[src/rtl/ttrc_pkg.sv]
// ----------------------------------------------------------------------------
// ttrc_pkg
// Types and constants shared by the three-term recurrence checksum block.
// ----------------------------------------------------------------------------
package ttrc_pkg;

  localparam logic [15:0] FIRST_OFFSET = 16'd7;
  localparam logic [15:0] CHK_MOD      = 16'hFFFF;
  // 256 * 65535 + 1: makes a negative difference positive and adds the
  // end-around one.
  localparam logic [24:0] WRAP_ADJ     = 25'd16776961;

  typedef struct packed {
    logic [7:0] data_byte;
    logic       is_last;
  } ttrc_in_t;

  typedef struct packed {
    logic [15:0] checksum;
    logic        done_res;
  } ttrc_out_t;

endpackage

[src/rtl/ttrc_core.sv]
// ----------------------------------------------------------------------------
// ttrc_core
// Recurrence state and next-term datapath; state advances on step.
// ----------------------------------------------------------------------------
module ttrc_core import ttrc_pkg::*; (
  input  logic      clk,
  input  logic      rst,
  input  logic      step,
  input  ttrc_in_t  item,
  output ttrc_out_t result
);

  logic [15:0] prev_term;
  logic [15:0] cur_term;
  logic [7:0]  byte_position;
  logic        at_message_start;

  logic [7:0]  alpha;
  logic [7:0]  beta;
  logic [8:0]  coef;
  logic [24:0] prod_a;
  logic [23:0] prod_b;
  logic [25:0] diff;
  logic [24:0] wrapped;
  logic [16:0] sum1;
  logic [15:0] sum2;
  logic [15:0] next_term;
  logic [15:0] cur_term_next;

  always_comb begin
    alpha   = byte_position + {byte_position[3:0], 4'b0000};
    beta    = {byte_position[2:0], 5'b00000} - byte_position;
    coef    = {1'b0, item.data_byte} + {1'b0, alpha};
    prod_a  = 25'(coef) * 25'(cur_term);
    prod_b  = 24'(beta) * 24'(prev_term);
    diff    = {1'b0, prod_a} - {2'b00, prod_b};
    wrapped = diff[25] ? (diff[24:0] + WRAP_ADJ) : diff[24:0];
    // end-around fold mod 2^16 - 1
    sum1    = {8'b0, wrapped[24:16]} + {1'b0, wrapped[15:0]};
    sum2    = sum1[15:0] + {15'b0, sum1[16]};
    next_term = (sum2 == CHK_MOD) ? 16'd0 : sum2;
    cur_term_next = at_message_start ? ({8'b0, item.data_byte} + FIRST_OFFSET) : next_term;
    result.checksum = cur_term_next;
    result.done_res = item.is_last;
  end

  always_ff @(posedge clk) begin
    if (rst) begin
      prev_term        <= 16'd1;
      cur_term         <= 16'd1;
      byte_position    <= 8'd0;
      at_message_start <= 1'b1;
    end else if (step) begin
      prev_term <= at_message_start ? 16'd1 : cur_term;
      cur_term  <= cur_term_next;
      if (item.is_last) begin
        byte_position    <= 8'd0;
        at_message_start <= 1'b1;
      end else begin
        byte_position    <= at_message_start ? 8'd1 : byte_position + 8'd1;
        at_message_start <= 1'b0;
      end
    end
  end

endmodule

[src/rtl/three_term_recurrence_checksum.sv]
// ----------------------------------------------------------------------------
// three_term_recurrence_checksum
// Byte-stream checksum built on a three-term recurrence, one result per byte.
// ----------------------------------------------------------------------------
// Each request carries one message byte and an end-of-message flag and yields
// one response with the running checksum. A new request is taken every cycle
// unless the response side stalls. A request waits in the input register,
// then moves to the result register, where its response is presented and is
// held while the response side stalls. The recurrence, with its two
// multiplies and modulo-65535 fold, is combinational between the two
// registers, which sets the one-byte-per-cycle rate while nothing stalls.
module three_term_recurrence_checksum import ttrc_pkg::*; (
  input  logic      clk,
  input  logic      rst,
  input  logic      req_valid,
  output logic      req_stall,
  input  ttrc_in_t  req_data,
  output logic      res_valid,
  input  logic      res_stall,
  output ttrc_out_t res_data
);

  logic      in_valid;
  ttrc_in_t  in_item;
  logic      advance;
  ttrc_out_t core_result;

  assign advance   = in_valid && (!res_valid || !res_stall);
  assign req_stall = in_valid && !advance;

  ttrc_core u_core (
    .clk    (clk),
    .rst    (rst),
    .step   (advance),
    .item   (in_item),
    .result (core_result)
  );

  always_ff @(posedge clk) begin
    if (rst) begin
      in_valid <= 1'b0;
    end else if (req_valid && !req_stall) begin
      in_valid <= 1'b1;
    end else if (advance) begin
      in_valid <= 1'b0;
    end
  end

  always_ff @(posedge clk) begin
    if (req_valid && !req_stall) begin
      in_item <= req_data;
    end
  end

  always_ff @(posedge clk) begin
    if (rst) begin
      res_valid <= 1'b0;
    end else if (advance) begin
      res_valid <= 1'b1;
    end else if (!res_stall) begin
      res_valid <= 1'b0;
    end
  end

  always_ff @(posedge clk) begin
    if (advance) begin
      res_data <= core_result;
    end
  end

endmodule

[config.mk]
export PLATFORM = sky130hd
export DESIGN_NAME = three_term_recurrence_checksum
export DESIGN_NICKNAME = d
export VERILOG_FILES = /design/src/rtl/ttrc_pkg.sv /design/src/rtl/ttrc_core.sv /design/src/rtl/three_term_recurrence_checksum.sv
export SDC_FILE = /design/constraint.sdc
export NUM_CORES = 1
export LEC_CHECK = 0
export ABC_AREA = 1
export BUFFER_PORTS_ARGS = -buffer_cell sky130_fd_sc_hd__buf_4
export CORE_MARGIN = 2
export CORE_UTILIZATION = 30
export CTS_CLUSTER_DIAMETER = 120
export DETAILED_ROUTE_END_ITERATION = 10
export PLACE_DENSITY_LB_ADDON = 0.12
export SLEW_MARGIN = 15
export SYNTH_ARGS = -nofsm -noshare
export SYNTH_HDL_FRONTEND = slang
export SYNTH_HIERARCHICAL = 1
export SYNTH_SLANG_ARGS = --single-unit
export TNS_END_PERCENT = 30
[constraint.sdc]
create_clock -name clk -period 27.4 [get_ports clk]
set_input_delay 5.48 -clock clk [delete_from_list [all_inputs] [get_ports clk]]
set_output_delay 5.48 -clock clk [all_outputs]
set_load 0.05 [all_outputs]
== Yosys cells after proc, flatten, opt, wreduce, memory -nomap -nowiden ==
Cells that the tools add are included.

* Word-level logic and storage cells: 43
* Input port bits: 13
* Bits in registers: 69

* Mux-type cells: 11
* Add/subtract/negate cells: 9
* Reduce and logical (&&, ||, !) cells: 9
* Equal/unequal tests: 2
* Multiply operators: 2

{| class="wikitable"
|+ Operator list
! cell !! number
|-
| $mux W16 || 3
|-
| $sub A25 B24 Y26 || 1
|-
| $add A25 B24 Y25 const B || 1
|-
| $mul A9 B16 Y25 || 1
|-
| $mux W25 || 1
|-
| $mul A8 B16 Y24 || 1
|-
| $add A9 B16 Y17 || 1
|-
| $add A16 B1 Y16 || 1
|-
| $eq A16 B16 Y1 const B || 1
|-
| $mux W8 || 2
|-
| $add A8 B3 Y9 const B || 1
|-
| $add A8 B8 Y9 || 1
|-
| $add A8 B1 Y8 const B || 1
|-
| $add A8 B8 Y8 || 1
|-
| $sub A8 B8 Y8 || 1
|-
| $mux W1 || 5
|-
| $logic_not A1 Y1 || 4
|-
| $logic_and A1 B1 Y1 || 3
|-
| $ne A2 B1 Y1 const B || 1
|-
| $reduce_bool A2 Y1 || 1
|-
| $logic_or A1 B1 Y1 || 1
|}

== Logic depth before layout (Yosys ltp) ==
* Word-level depth: 11
* Gate-level depth with buffers: 77
* Mapped depth without buffers: 76

== Cells and area by module ==
Netlist, hierarchy kept.

{| class="wikitable"
|+ Modules (own cells, without submodules)
! module !! cells an instance !! instances !! seq. area each (um^2) !! area each (um^2)
|-
| ttrc_core || 1802 || 1 || 820.8 || 13085.0
|-
| three_term_recurrence_checksum || 38 || 1 || 820.8 || 872.1
|}

== Worst setup path before layout ==
Ideal clock, no wire load.

* Kind: input to output
* From: in res_stall
* To: out req_stall
* Data required time: 21.920 ns
* Slack: 16.002 ns
* Path buffers: 0
* Stages on the path: 2
* Arrival time: 5.918 ns
* Cell sequence: nand3_2 > inv_1

* Cells in the longest elaborated chain, start to end: 5

{| class="wikitable"
|+ RTL lines
! item !! RTL line !! RTL
|-
| start, declared || three_term_recurrence_checksum.sv:19 || <nowiki>input logic res_stall,</nowiki>
|-
| $logic_not A1 Y1 || n/a ||
|-
| $logic_or A1 B1 Y1 || three_term_recurrence_checksum.sv:28 || <nowiki>assign advance = in_valid && (!res_valid || !res_stall);</nowiki>
|-
| $logic_and A1 B1 Y1 || three_term_recurrence_checksum.sv:28 ||
|-
| $logic_not A1 Y1 || three_term_recurrence_checksum.sv:29 || <nowiki>assign req_stall = in_valid && !advance;</nowiki>
|-
| $logic_and A1 B1 Y1 || three_term_recurrence_checksum.sv:29 ||
|-
| end, declared || three_term_recurrence_checksum.sv:16 || <nowiki>output logic req_stall,</nowiki>
|}

No other way between the ends.

==> results.sh <==
export IMPL_outcome="complete, no violations"
export IMPL_rsz0062_at_grt="false"
export IMPL_start_util_pct=30.2
export IMPL_synth_nets=2190
export IMPL_die_width_um=220
export IMPL_required_ns=27.51
export IMPL_grt_max_degree=61
export IMPL_path_class="register to register"
export IMPL_cts_max_path_buffers=2
export IMPL_fp_dieArea_um2=48300
export IMPL_ys_types=46
export IMPL_cts_buffers=9
export IMPL_crit_arrival_ns=13.21
export IMPL_fmax_ghz=0.0763
export IMPL_nets=2193
export IMPL_period_needed_ns=13.10
export IMPL_dp_hpwl_um=35900
export IMPL_netlist_top_cells_area="fa_1, inv_1, nand2_1"
export IMPL_drv_slew=0
export IMPL_antenna_found_initial=0
export IMPL_num_vias=11100
export IMPL_syn_avg_cell_area_um2=7.59
export IMPL_syn_area_um2=14000
export IMPL_via_per_inst=4.50
export IMPL_synthFlopType="dfxtp_1"
export IMPL_port_buffers=31
export IMPL_die_h_um=220
export IMPL_remaining_drc_errors=0
export IMPL_path_common_cell="nand2_1"
export IMPL_synth_seq_cells=69
export IMPL_fillCellCount=5067
export IMPL_fin_crit_sh_pct=47.8
export IMPL_routed_wirelength_um=42200
export IMPL_met2_length_um=21200
export IMPL_grt_overflow=0
export IMPL_holdCritPathClass="register to register"
export IMPL_r2r_setup_slack_ns=14.30
export IMPL_async_reset_ff_share_pct=0
export IMPL_antenna_left=0
export IMPL_cts_root_buf="clkbuf_16"
export IMPL_multiInputGateArea_um2=10300
export IMPL_yosysTopAreaCellShare_pct=32.7
export IMPL_clock_skew_ns=0.0177
export IMPL_slew_headroom_pct=35.5
export IMPL_syn_inst=1840
export IMPL_final_setup_tns_ns=0
export IMPL_seq_area_frac_synth_pct=11.8
export IMPL_clkSinkCount=69
export IMPL_seq_area_um2=1640
export IMPL_cts_clk_slew_worst_paths_ns=0.07
export IMPL_htreeDepth=3
export IMPL_drive_gt1_share_pct=7.68
export IMPL_highest_layer="met4"
export IMPL_first_iter_violations=538
export IMPL_dr_pass1_iters=5
export IMPL_diodes=0
export IMPL_coreArea_um2=46300
export IMPL_slowest_delay_ns=0.95
export IMPL_clock_latency_ns=0.35
export IMPL_grt_pass1_vias=11500
export IMPL_postCtsResizedCells=0
export IMPL_grt_first_pass_wirelength_um=66200
export IMPL_place_congestion=0.855
export IMPL_yosysTopAreaCell="fa_1"
export IMPL_grt_total_usage_pct=18.3
export IMPL_post_drt_wl_per_cell_um=17.2
export IMPL_synth_edff_count=26
export IMPL_postCtsHoldBufs=0
export IMPL_yosysWarningCount=6
export IMPL_postCtsSetupRepairBufs=0
export IMPL_drt_met1_wl_um=18300
export IMPL_setup_viol=0
export IMPL_dp_cells=2439
export IMPL_tightest_slew_ns=0.967
export IMPL_areaGrowthSynthToFinish_pct=7.91
export IMPL_cts_tree="built"
export IMPL_stdcell_count=2455
export IMPL_cp_max_fo=23
export IMPL_hold_viol_final=0
export IMPL_cpMaxStageDelayCell="dfxtp_1"
export IMPL_drv_cap=0
export IMPL_start_kind="register"
export IMPL_pin_count=32
export IMPL_rows=79
export IMPL_wl_met3_um=1700
export IMPL_critPathCaptureType="register"
metal layers:
layer | up-vias | track usage, %
met5 | - | 0
met4 | 0 | 4.36
met3 | 39 | 2.54
met2 | 229 | 32.6
met1 | 5393 | 23.4
li1 | 5394 | -
logic make-up after synthesis:
group / Yosys count / share of synthesized area (%)
AND/OR/NAND/NOR: 733 / 22.7
buffers and inverters: 532 / 14.8
adder cells (fa/ha/maj): 337 / 42.5
AO/OA/AOI/OAI: 106 / 4.32
flip-flops: 69 / 11.8
XOR/XNOR: 63 / 4.01
path summary, 6_finish.rpt:
| path | endpoint | depth (start not counted) | from |
|---|---|---|---|
| max | res_data[8] | 67 | u_core/byte_position[0] |
| min reg2reg | res_data[0] | 0 | in_item[0] |
| max reg2reg | res_data[8] | 67 | u_core/byte_position[0] |
| min | res_data[0] | 0 | in_item[0] |
placed cells by master (no fill, tap or decap), drive strengths merged, types with 9 or more instances in the layout:
master and count:
edfxtp 26, nor3 9, nand3 86, nand4 10, clkbuf 9, buf 40
nand2 397, dfxtp 43, ha 109, a21oi 67, xor2 41, xnor2 22
inv 480, fa 228, nor2 218, o21ai 26
critical path: cells and delay by family (launching register included):
kind | cells | cell delay, ns
simple gates | 36 | 4.57
compound gates | 4 | 0.80
xor+xnor | 2 | 0.30
flops | 1 | 0.95
buf+inv | 13 | 1.00
fa+ha+maj | 12 | 5.21
stage by stage:
stage	area, um^2	hold WS, ns	utilization, %	worst slack [ns]
finish	15100	0.493	32.6	14.30
global placement	14800	0.481	32.0	14.48
CTS	15100	0.499	32.6	14.21
detailed placement	14800	0.472	32.0	14.27
floorplan	14000	0.457	-	16.00
global route	15100	0.517	32.6	13.02
flip-flops by register name (all words and copies together) (netlist names):
| signal | cells |
|---|---|
| in_valid | 1 |
| in_item | 9 |
| u_core/prev_term | 16 |
| u_core/byte_position | 8 |
| res_data | 17 |
| res_valid | 1 |
| u_core/at_message_start | 1 |
| u_core/cur_term | 16 |
final cells by class:
| class | count | share of cell area (%) |
|---|---|---|
| clock buffer | 9 | 1.50 |
| clock inverter | 7 | 0.332 |
| inverter | 484 | 12.1 |
| multi-input combinational | 1239 | 68.2 |
| sequential | 69 | 10.9 |
| tap | 607 | 5.04 |
| timing repair buffer | 40 | 1.99 |
synth_stat cells, types with 3 or more instances:
cell type / count
xor2_1: 41
nand4_1: 10
a21oi_2: 8
nor2_1: 206
ha_1: 109
a31oi_1: 4
inv_2: 8
nand3_2: 16
nand2_2: 21
buf_1: 3
inv_1: 471
clkbuf_1: 36
fa_1: 228
nand2_1: 369
dfxtp_1: 43
a21oi_1: 58
or2_2: 7
edfxtp_1: 26
nand3_1: 69
xnor2_1: 21
o21ai_0: 25
clkinv_1: 4
nand2_4: 7
nor3_1: 9
buf_6: 5
nor2_2: 11
Power is left out: the tool's default activity adds up to more than one toggle a clock period on the data nets, which glitch-free logic cannot reach.
